`config.mk`:
```
export PLATFORM = sky130hd
export DESIGN_NAME = base64_stream_decoder
export DESIGN_NICKNAME = d
export VERILOG_FILES = /design/src/hdl/b64d_pkg.sv /design/src/hdl/b64d_front.sv /design/src/hdl/b64d_fifo.sv /design/src/hdl/b64d_back.sv /design/src/hdl/base64_stream_decoder.sv
export SDC_FILE = /design/constraint.sdc
export NUM_CORES = 1
export LEC_CHECK = 0
export ABC_AREA = 1
export BUFFER_PORTS_ARGS = -buffer_cell sky130_fd_sc_hd__buf_4
export CAP_MARGIN = 20
export CORE_UTILIZATION = 54
export DETAILED_ROUTE_END_ITERATION = 6
export PLACE_DENSITY_LB_ADDON = 0.3
export SKIP_LAST_GASP = 1
export SYNTH_ARGS = -nofsm -noshare
export SYNTH_HDL_FRONTEND = slang
export SYNTH_SLANG_ARGS = --single-unit
```
`constraint.sdc`:
```
create_clock -name clk -period 2.1 [get_ports clk]
set_input_delay 0.315 -clock clk [delete_from_list [all_inputs] [get_ports clk]]
set_output_delay 0.315 -clock clk [all_outputs]
set_load 0.01 [all_outputs]
```
`src/hdl/b64d_pkg.sv`:
```
// ----------------------------------------------------------------------------
// b64d_pkg
// Shared types and codes for the base64 stream decoder: character classes,
// message status codes and the beats that travel between front and back.
// ----------------------------------------------------------------------------
package b64d_pkg;

	// ASCII code of the pad character
	localparam logic [7:0] PAD_CHAR = 8'h3D;

	// Bit counts of one output byte and one alphabet character
	localparam logic [3:0] BYTE_BITS   = 4'd8;
	localparam logic [3:0] SEXTET_BITS = 4'd6;

	// Character classes produced by the front
	localparam logic [1:0] CLS_DATA = 2'd0;
	localparam logic [1:0] CLS_PAD  = 2'd1;
	localparam logic [1:0] CLS_BAD  = 2'd2;

	// Message status codes
	localparam logic [1:0] ST_OK       = 2'd0;
	localparam logic [1:0] ST_BAD_CHAR = 2'd1;
	localparam logic [1:0] ST_BAD_PAD  = 2'd2;
	localparam logic [1:0] ST_BAD_LEN  = 2'd3;

	// Classified character beat, front to back
	typedef struct packed {
		logic       last;
		logic [1:0] cls;
		logic [5:0] sextet;
	} item_t;

	// Result beat, back to output queue
	typedef struct packed {
		logic [7:0] data_byte;
		logic       byte_valid;
		logic       done_res;
		logic [1:0] status;
	} res_t;

endpackage

```
`src/hdl/b64d_front.sv`:
```
// ----------------------------------------------------------------------------
// b64d_front
// Front classifier: maps one ASCII character to its class and 6-bit value
// through the standard alphabet.
// ----------------------------------------------------------------------------
module b64d_front (
	input  logic [7:0]      char_code,
	input  logic            last,
	output b64d_pkg::item_t item
);
	import b64d_pkg::*;

	logic [7:0] sext_wide;
	logic [1:0] cls;

	// Alphabet lookup: A-Z, a-z, 0-9, '+', '/', then pad, else invalid
	always_comb begin
		sext_wide = 8'd0;
		cls       = CLS_BAD;
		if (char_code >= 8'h41 && char_code <= 8'h5A) begin
			sext_wide = char_code - 8'h41;
			cls       = CLS_DATA;
		end else if (char_code >= 8'h61 && char_code <= 8'h7A) begin
			sext_wide = char_code - 8'h61 + 8'd26;
			cls       = CLS_DATA;
		end else if (char_code >= 8'h30 && char_code <= 8'h39) begin
			sext_wide = char_code - 8'h30 + 8'd52;
			cls       = CLS_DATA;
		end else if (char_code == 8'h2B) begin
			sext_wide = 8'd62;
			cls       = CLS_DATA;
		end else if (char_code == 8'h2F) begin
			sext_wide = 8'd63;
			cls       = CLS_DATA;
		end else if (char_code == PAD_CHAR) begin
			cls = CLS_PAD;
		end
	end

	assign item.last   = last;
	assign item.cls    = cls;
	assign item.sextet = sext_wide[5:0];

endmodule

```
`src/hdl/b64d_fifo.sv`:
```
// ----------------------------------------------------------------------------
// b64d_fifo
// Small register queue with push/full and pop/empty handshakes. Used between
// front and back, and as the result queue.
// ----------------------------------------------------------------------------
module b64d_fifo #(
	parameter int WIDTH = 8,
	parameter int DEPTH = 2
) (
	input  logic             clk,
	input  logic             arst_n,
	input  logic             push,
	input  logic [WIDTH-1:0] din,
	output logic             full,
	input  logic             pop,
	output logic [WIDTH-1:0] dout,
	output logic             empty
);
	localparam int PW = (DEPTH > 1) ? $clog2(DEPTH) : 1;
	localparam int CW = $clog2(DEPTH + 1);
	localparam logic [PW-1:0] LAST_PTR = PW'(DEPTH - 1);
	localparam logic [CW-1:0] FULL_CNT = CW'(DEPTH);

	logic [WIDTH-1:0] mem_q [DEPTH];
	logic [PW-1:0]    wr_ptr_q;
	logic [PW-1:0]    rd_ptr_q;
	logic [CW-1:0]    count_q;
	logic             wr_en;
	logic             rd_en;

	assign full  = (count_q == FULL_CNT);
	assign empty = (count_q == '0);
	assign wr_en = push && !full;
	assign rd_en = pop && !empty;
	assign dout  = mem_q[rd_ptr_q];

	// Storage
	always_ff @(posedge clk) begin
		if (wr_en) begin
			mem_q[wr_ptr_q] <= din;
		end
	end

	// Pointers and occupancy
	always_ff @(posedge clk or negedge arst_n) begin
		if (!arst_n) begin
			wr_ptr_q <= '0;
			rd_ptr_q <= '0;
			count_q  <= '0;
		end else begin
			if (wr_en) begin
				wr_ptr_q <= (wr_ptr_q == LAST_PTR) ? '0 : wr_ptr_q + 1'b1;
			end
			if (rd_en) begin
				rd_ptr_q <= (rd_ptr_q == LAST_PTR) ? '0 : rd_ptr_q + 1'b1;
			end
			if (wr_en && !rd_en) begin
				count_q <= count_q + 1'b1;
			end else if (rd_en && !wr_en) begin
				count_q <= count_q - 1'b1;
			end
		end
	end

endmodule

```
`src/hdl/b64d_back.sv`:
```
// ----------------------------------------------------------------------------
// b64d_back
// Back end: sextet accumulator, pad counting, error tracking and end of
// message status. Takes one classified beat per cycle when the result queue
// has room.
// ----------------------------------------------------------------------------
module b64d_back (
	input  logic            clk,
	input  logic            arst_n,
	input  logic            in_valid,
	input  b64d_pkg::item_t in_item,
	output logic            in_pop,
	input  logic            out_full,
	output logic            out_push,
	output b64d_pkg::res_t  out_res
);
	import b64d_pkg::*;

	logic [11:0] buf_q;
	logic [3:0]  cnt_q;
	logic [1:0]  pad_q;
	logic [1:0]  err_q;

	logic [11:0] buf_n;
	logic [3:0]  cnt_n;
	logic [3:0]  cnt_sum;
	logic [1:0]  pad_n;
	logic [1:0]  err_n;
	logic        have_byte;
	logic [7:0]  byte_val;
	logic [1:0]  fin_status;
	logic        go;

	assign go     = in_valid && !out_full;
	assign in_pop = go;

	// Next state for one character
	always_comb begin
		buf_n     = buf_q;
		cnt_n     = cnt_q;
		pad_n     = pad_q;
		err_n     = err_q;
		have_byte = 1'b0;
		byte_val  = 8'd0;
		cnt_sum   = cnt_q + SEXTET_BITS;
		unique case (in_item.cls)
			CLS_BAD: begin
				err_n = ST_BAD_CHAR;
			end
			CLS_PAD: begin
				if (err_q == ST_OK) begin
					if (pad_q >= 2'd2) begin
						err_n = ST_BAD_PAD;
					end else begin
						pad_n = pad_q + 2'd1;
					end
				end
			end
			CLS_DATA: begin
				if (err_q == ST_OK) begin
					if (pad_q != 2'd0) begin
						err_n = ST_BAD_PAD;
					end else begin
						buf_n = {buf_q[5:0], in_item.sextet};
						cnt_n = cnt_sum;
						if (cnt_sum >= BYTE_BITS) begin
							cnt_n     = cnt_sum - BYTE_BITS;
							have_byte = 1'b1;
							// leftover count is 0, 2 or 4 here
							case (cnt_n)
								4'd2:    byte_val = buf_n[9:2];
								4'd4:    byte_val = buf_n[11:4];
								default: byte_val = buf_n[7:0];
							endcase
						end
					end
				end
			end
			default: begin
				err_n = ST_BAD_CHAR;
			end
		endcase
	end

	// Closing status: leftover bits must equal twice the pad count
	always_comb begin
		fin_status = err_n;
		if (err_n == ST_OK && cnt_n != {1'b0, pad_n, 1'b0}) begin
			fin_status = ST_BAD_LEN;
		end
	end

	assign out_push           = go && (have_byte || in_item.last);
	assign out_res.data_byte  = have_byte ? byte_val : 8'd0;
	assign out_res.byte_valid = have_byte;
	assign out_res.done_res   = in_item.last;
	assign out_res.status     = in_item.last ? fin_status : ST_OK;

	// Message state; cleared after the last character
	always_ff @(posedge clk or negedge arst_n) begin
		if (!arst_n) begin
			buf_q <= '0;
			cnt_q <= '0;
			pad_q <= '0;
			err_q <= ST_OK;
		end else if (go) begin
			if (in_item.last) begin
				buf_q <= '0;
				cnt_q <= '0;
				pad_q <= '0;
				err_q <= ST_OK;
			end else begin
				buf_q <= buf_n;
				cnt_q <= cnt_n;
				pad_q <= pad_n;
				err_q <= err_n;
			end
		end
	end

endmodule

```
`src/hdl/base64_stream_decoder.sv`:
```
// ----------------------------------------------------------------------------
// base64_stream_decoder
// Standard-alphabet base64 decoder, one character per beat.
// ----------------------------------------------------------------------------
// Usage:
//   Input channel: char_code and last, taken when push is high and full low.
//   Result channel: data_byte, byte_valid, done_res and status show the
//   oldest result while empty is low; pop high with empty low takes it.
//   A character gives a result when it completes a byte, when it carries
//   last, or both; other characters give none.
//   Path: a character beat is held in the middle queue, its result is
//   pushed into the result queue, and from there it can be popped.
//   Throughput: one character per cycle while the result queue has room,
//   set by the accumulator update in the back end.
//   The front classifies characters into a MID_DEPTH queue; the back drains
//   it into an OUT_DEPTH result queue. When the receiver stops popping, the
//   result queue fills, the back holds, and full rises once the middle queue
//   is full. No beat is dropped.
//   A nonzero status on the done beat flags the whole message bad; bytes
//   already delivered for it must be dropped by the receiver.
//   Reset empties both queues and clears the accumulator, pad count and error.
// ----------------------------------------------------------------------------
module base64_stream_decoder #(
	parameter int MID_DEPTH = 2,
	parameter int OUT_DEPTH = 2
) (
	input  logic       clk,
	input  logic       arst_n,
	input  logic       push,
	output logic       full,
	input  logic [7:0] char_code,
	input  logic       last,
	output logic       empty,
	input  logic       pop,
	output logic [7:0] data_byte,
	output logic       byte_valid,
	output logic       done_res,
	output logic [1:0] status
);
	import b64d_pkg::*;

	localparam int ITEM_W = $bits(item_t);
	localparam int RES_W  = $bits(res_t);

	item_t front_item;
	item_t mid_item;
	logic  mid_empty;
	logic  mid_pop;
	logic  out_full;
	logic  out_push;
	res_t  back_res;
	res_t  head_res;

	b64d_front u_front (
		.char_code (char_code),
		.last      (last),
		.item      (front_item)
	);

	b64d_fifo #(.WIDTH(ITEM_W), .DEPTH(MID_DEPTH)) u_mid_q (
		.clk    (clk),
		.arst_n (arst_n),
		.push   (push),
		.din    (front_item),
		.full   (full),
		.pop    (mid_pop),
		.dout   (mid_item),
		.empty  (mid_empty)
	);

	b64d_back u_back (
		.clk      (clk),
		.arst_n   (arst_n),
		.in_valid (!mid_empty),
		.in_item  (mid_item),
		.in_pop   (mid_pop),
		.out_full (out_full),
		.out_push (out_push),
		.out_res  (back_res)
	);

	b64d_fifo #(.WIDTH(RES_W), .DEPTH(OUT_DEPTH)) u_out_q (
		.clk    (clk),
		.arst_n (arst_n),
		.push   (out_push),
		.din    (back_res),
		.full   (out_full),
		.pop    (pop),
		.dout   (head_res),
		.empty  (empty)
	);

	assign data_byte  = head_res.data_byte;
	assign byte_valid = head_res.byte_valid;
	assign done_res   = head_res.done_res;
	assign status     = head_res.status;

	// Every result carries a byte, a done mark, or both
	a_res_nonempty: assert property (@(posedge clk) disable iff (!arst_n)
		!empty |-> (byte_valid || done_res))
		else $error("result beat with neither byte nor done");

	// Status only rides on the done beat
	a_status_on_done: assert property (@(posedge clk) disable iff (!arst_n)
		(!empty && status != ST_OK) |-> done_res)
		else $error("nonzero status on a non-final beat");

	// A character or pad error freezes the accumulator: no byte with it
	a_err_no_byte: assert property (@(posedge clk) disable iff (!arst_n)
		(!empty && (status == ST_BAD_CHAR || status == ST_BAD_PAD)) |-> !byte_valid)
		else $error("byte delivered with a character or pad error");

	// Byte output is zero whenever no byte is flagged
	a_zero_byte: assert property (@(posedge clk) disable iff (!arst_n)
		(!empty && !byte_valid) |-> (data_byte == 8'd0))
		else $error("nonzero data without byte_valid");

endmodule
```
Word level (Yosys, flattened, before mapping)
Memory sizes are Yosys's and may differ from the RTL's.
Cells that the tools add are included.

storage, ports and cells
  memory bits (writable) = 42
  memories kept = 2
  input bits = 13
  word-level logic and storage cells = 134
  output and inout bits = 14
  register bits = 22

cells by class
  $add $sub $neg = 16
  reduce and logical (&&, ||, !) cells = 34
  order comparisons = 8
  muxes and demuxes = 54
  equality and inequality tests = 10

memory list
  memory         words  bits a word  read ports  clocked after memory_dff  wr ports  line             text
  u_out_q.mem_q  2      12           1           0                         1         b64d_fifo.sv:24  logic [WIDTH-1:0] mem_q [DEPTH];
  u_mid_q.mem_q  2      9            1           0                         1         b64d_fifo.sv:24

operators by type and width
  cell                 number
  $mux 6               9
  $mux 2               21
  $mux 8               5
  $eq 8x6->1 const B   3
  $mux 4               5
  $ge 8x7->1 const B   2
  $le 8x7->1 const B   2
  $pmux 8 s2           1
  $logic_and 1x1->1    14
  $mux 1               12
  $sub 6x6->6 const B  2
  $logic_not 2->1      5
  $reduce_bool 2->1    5
  $ge 8x6->1 const B   1
  $le 8x6->1 const B   1
  $logic_not 1->1      8
  $add 2x1->2 const B  3
  $add 6x5->6 const B  1
  $add 6x6->6 const B  1
  $sub 6x1->6 const B  1
  $add 1x1->1 const B  4
  $add 4x3->4 const B  1
  $eq 2x2->1 const B   2
  $eq 4x2->1 const B   1
  11 further kinds     12

Longest topological paths before layout
  depth after elaboration = 13
  gate-level depth with buffers = 13

Modules after synthesis
From an unflattened synthesis, not the netlist that was laid out.

unflattened totals
  cells, all modules = 454
  area, all modules = 3787.4 um^2

modules (own cells, without submodules)
  module                 area each (um^2)  instances  cells an instance
  b64d_fifo at u_out_q   1119.8            1          94
  b64d_back              1017.2            1          139
  b64d_fifo at u_mid_q   880.8             1          78
  b64d_front             765.7             1          142
  base64_stream_decoder  3.8               1          1

Worst setup path before layout
No wires, ideal clock.

  path type = flip-flop to flip-flop
  start point = register u_back.pad_q[1]
  end point = memory u_out_q.mem_q[1][0] (netlist bit), enable pin
  arrival time = 1.830 ns
  stages on the path, launching flop included = 9
  setup time = 0.382 ns
  path buffers = 0
  slack = -0.112 ns
  required time = 1.718 ns
  cells stage by stage = dfrtp_1 > inv_1 > ha_1 > inv_1 > nor2_4 > nand3_4 > nor2_4 > o21ai_2 > nor2_1

RTL lines
  element                 line              text
  from (decl)             b64d_back.sv:21   logic [1:0] pad_q;
  from (signal assigned)  b64d_back.sv:115  pad_q <= pad_n;
  to (decl)               b64d_fifo.sv:24

==> impl_metrics.csv <==
group,metric,value,unit
run_status,status,"finished, final reports clean",
global_routing,globalRoute.busiestLayer,"met2",
global_routing,met3_usage,4.945,%
critical_path,critPathLaunchType,"flop",
sta,slew-limit-headroom,45.33,%
final_layout,area_growth,19.28,%
floorplan,die_h,82.56,um
final_layout,diodes,0,
final_layout,design_area,4180,um^2
clock_tree,cts_tree,"yes",
global_routing,use_met2,39.01,%
placement,gp_congestion,0.9084,
logic_synthesis,ys_ff_latch,63,
power_and_ir_drop,finalPower,6.036,mW
critical_path,r2r-start,"u_back.pad_q[0]",
critical_path,required,2.32,ns
floorplan,fp.dieW,82.56,um
global_routing,grt_remaining_overflow,0,
sta,worst_slew_pin_slew,0.8171,ns
sta,rsz0062_at_grt,"false",
clock_tree,cts_sinks,63,
critical_path,crit_type,"flop to flop",
worst_hold_path,hp-start,"last",
logic_synthesis,synth_common_cells,"nand2_1, inv_1, edfxtp_1",
drt,ant_nets,0,
global_routing,grt_max_degree,22,
power_and_ir_drop,irDropWorstVdd,0.001043,V
sta,fin_setup_tns,0,ns
final_layout,fillers,459,
clock_tree,numCtsBuffers,9,
logic_synthesis,synth-edff-count,42,
placement,placed_area,3913,um^2
drt,drc_errors,0,
critical_path,critPathMaxFanout,5,
power_and_ir_drop,power_density,1444,nW/um^2
logic_synthesis,synth_ff_type,"edfxtp_1",
drt,vias_per_cell,5.416,
sta,fmax,516.4,MHz
critical_path,critPathLaunch,"u_back.pad_q[0]",
placement,io_buffers,26,
logic_synthesis,yosysTopAreaCellShare,35.99,%
logic_synthesis,yosysWarningCount,0,
logic_synthesis,syn_area_per_cell,9.079,um^2
worst_hold_path,min_path_type,"primary input to flop",
logic_synthesis,yosysUniqueCellTypes,35,
global_routing,grt_pass1_vias,2638,
floorplan,dieArea,6816,um^2
job,drv_cap,0,
final_layout,finish.net_count,463,
global_routing,grt_util_all_layers,23.83,%
global_routing,grt_pass1_wl,11.82,mm
drt,dr.pass1.iters,5,
sta,period_minus_slack,1.936,ns
floorplan,io_pins,27,
floorplan,coreArea,6096,um^2
power_and_ir_drop,p_leak,1.886,nW
logic_synthesis,async_reset_ff_share,33.33,%
sta,setup_viol,0,
clock_tree,worstSkewPairLatency,0.33,ns
floorplan,initial_utilization,57.49,%
logic_synthesis,yosysTopAreaCell,"edfxtp_1",
clock_tree,cts.path.max_buffers,2,
sta,post-route-period-util,92.21,%
clock_tree,h-tree-depth,3,
placement,dp_hpwl,5.388,mm
floorplan,num_rows,28,
global_routing,use_met1,30.10,%
drt,wl_per_cell,14.53,um
critical_path,critical_path_arrival,2.15,ns
sta,slew_violations,0,
logic_synthesis,syn-num-nets,412,
critical_path,crit_path_end_kind,"flop",
drt,drt_iter0_drc,223,
clock_tree,root_buffer,"clkbuf_8",
logic_synthesis,synth.most_common_cell,"nand2_1",
drt,vias,2800,
logic_synthesis,netlist_top_cells_area,"edfxtp_1, dfrtp_1, nand2_1",
clock_tree,clk_pin_slew,0.07,ns
sta,fin_skew,0.006056,ns
logic_synthesis,synthCells,386,
drt,drt-total-wl,7.512,mm
final_layout,fin_util,68.58,%
sta,finalHoldViolCount,0,
logic_synthesis,synth_area,3505,um^2
global_routing,antenna_found_initial,0,
final_layout,drive_gt1_share,21.04,%
logic_synthesis,ys_seq_area_share,50.98,%
==> where the power goes <==
part,switching [mW],internal (mW),total [mW]
sequential,0.189,1.86,2.05
combinational,1.77,1.18,2.95
clock,0.464,0.578,1.04
total,2.42,3.62,6.04
==> placed cells by master (no fill, tap or decap), types with 6 or more instances in the layout <==
cell type / Yosys / layout
nand2_1: 104 / 104
edfxtp_1: 42 / 42
clkbuf_8: 0 / 10
mux2i_1: 6 / 6
dfrtp_1: 21 / 20
o22ai_1: 20 / 20
xor2_1: 13 / 13
nand3_1: 13 / 13
o21ai_0: 15 / 15
inv_2: 3 / 7
ha_1: 13 / 10
buf_4: 0 / 43
nor2_1: 32 / 30
inv_1: 48 / 44
a21oi_1: 12 / 12
==> critical path, cell delays in order, from the launching register on <==
cell and delay [ns]:
dfrtp_1 0.39, inv_2 0.12, ha_4 0.16, inv_1 0.06
nor2_4 0.13, nand3_4 0.09, nor2_4 0.13, o21ai_4 0.10
inv_2 0.10, ha_4 0.20, a21oi_1 0.10, o21ai_0 0.11
xor2_1 0.15
==> per-stage QoR <==
stage,hold WS [ns],setup slack [ns],std cells
2_1_floorplan,0.01941,0.05198,386
3_3_place_gp,0.2177,0.05498,497
3_5_place_dp,0.2237,0.009454,497
4_1_cts,0.1679,0.002274,514
5_1_grt,0.1682,0.07237,517
6_report,0.1895,0.1636,517
==> state kept, by name (all words and copies together) (netlist names) <==
signal            flops
u_out_q.wr_ptr_q      1
u_back.cnt_q          3
u_mid_q.wr_ptr_q      1
u_out_q.count_q       2
u_mid_q.mem_q        18
u_mid_q.count_q       2
u_mid_q.rd_ptr_q      1
u_back.buf_q          6
u_back.pad_q          2
u_out_q.mem_q        24
u_back.err_q          2
u_out_q.rd_ptr_q      1
==> path summary, 6_finish.rpt <==
check / endpoint / slack [ns] / cells after the start
max in group asynchronous: u_mid_q.rd_ptr_q / 1.45 / 2
min reg2reg: u_back.buf_q[4] / 0.55 / 2
min in group asynchronous: u_back.err_q[1] / 0.40 / 2
min: u_mid_q.mem_q[1][8] / 0.19 / 1
max reg2reg: u_out_q.count_q[1] / 0.16 / 12
max: u_out_q.count_q[1] / 0.16 / 12
==> final cells by class <==
cell class              instances  area, um^2  area share [%]
clock buffers                  11       141.4           3.382
repair buffers                 46       372.9           8.919
inverters                      51       191.4           4.579
well taps                      75       93.84           2.245
multi-input cells             266        1535           36.73
flip-flops and latches         63        1788           42.77
clock inverters                 5       57.56           1.377
==> metal layers <==
metal,vias to the layer above,wire (um)
li1,1394,-
met2,111,3652
met3,12,480
met5,-,0
met4,0,131
met1,1283,3247
==> what timing repair did <==
item / in CTS / in global routing
gates cloned: 0 / 0
resized for setup: 1 / 9
hold endpoints to repair: 21 / 0
hold buffers: 1 / 0
buffers inserted: 0 / 3
setup endpoints to repair: 1 / 1
pin swaps: 0 / 2
==> cell families after synthesis <==
family                     count (synthesis)  share of synthesized area, %
DFF                                       63                         50.98
and+or+nand+nor                          173                         21.89
adders and majority gates                 13                         4.641
AOI/OAI and AO/OA                         58                         10.21
xor gates and xnor gates                  16                         4.213
muxes                                      6                         1.714
buffers and inverters                     57                         6.354
Power figures use the tool's default switching activity.
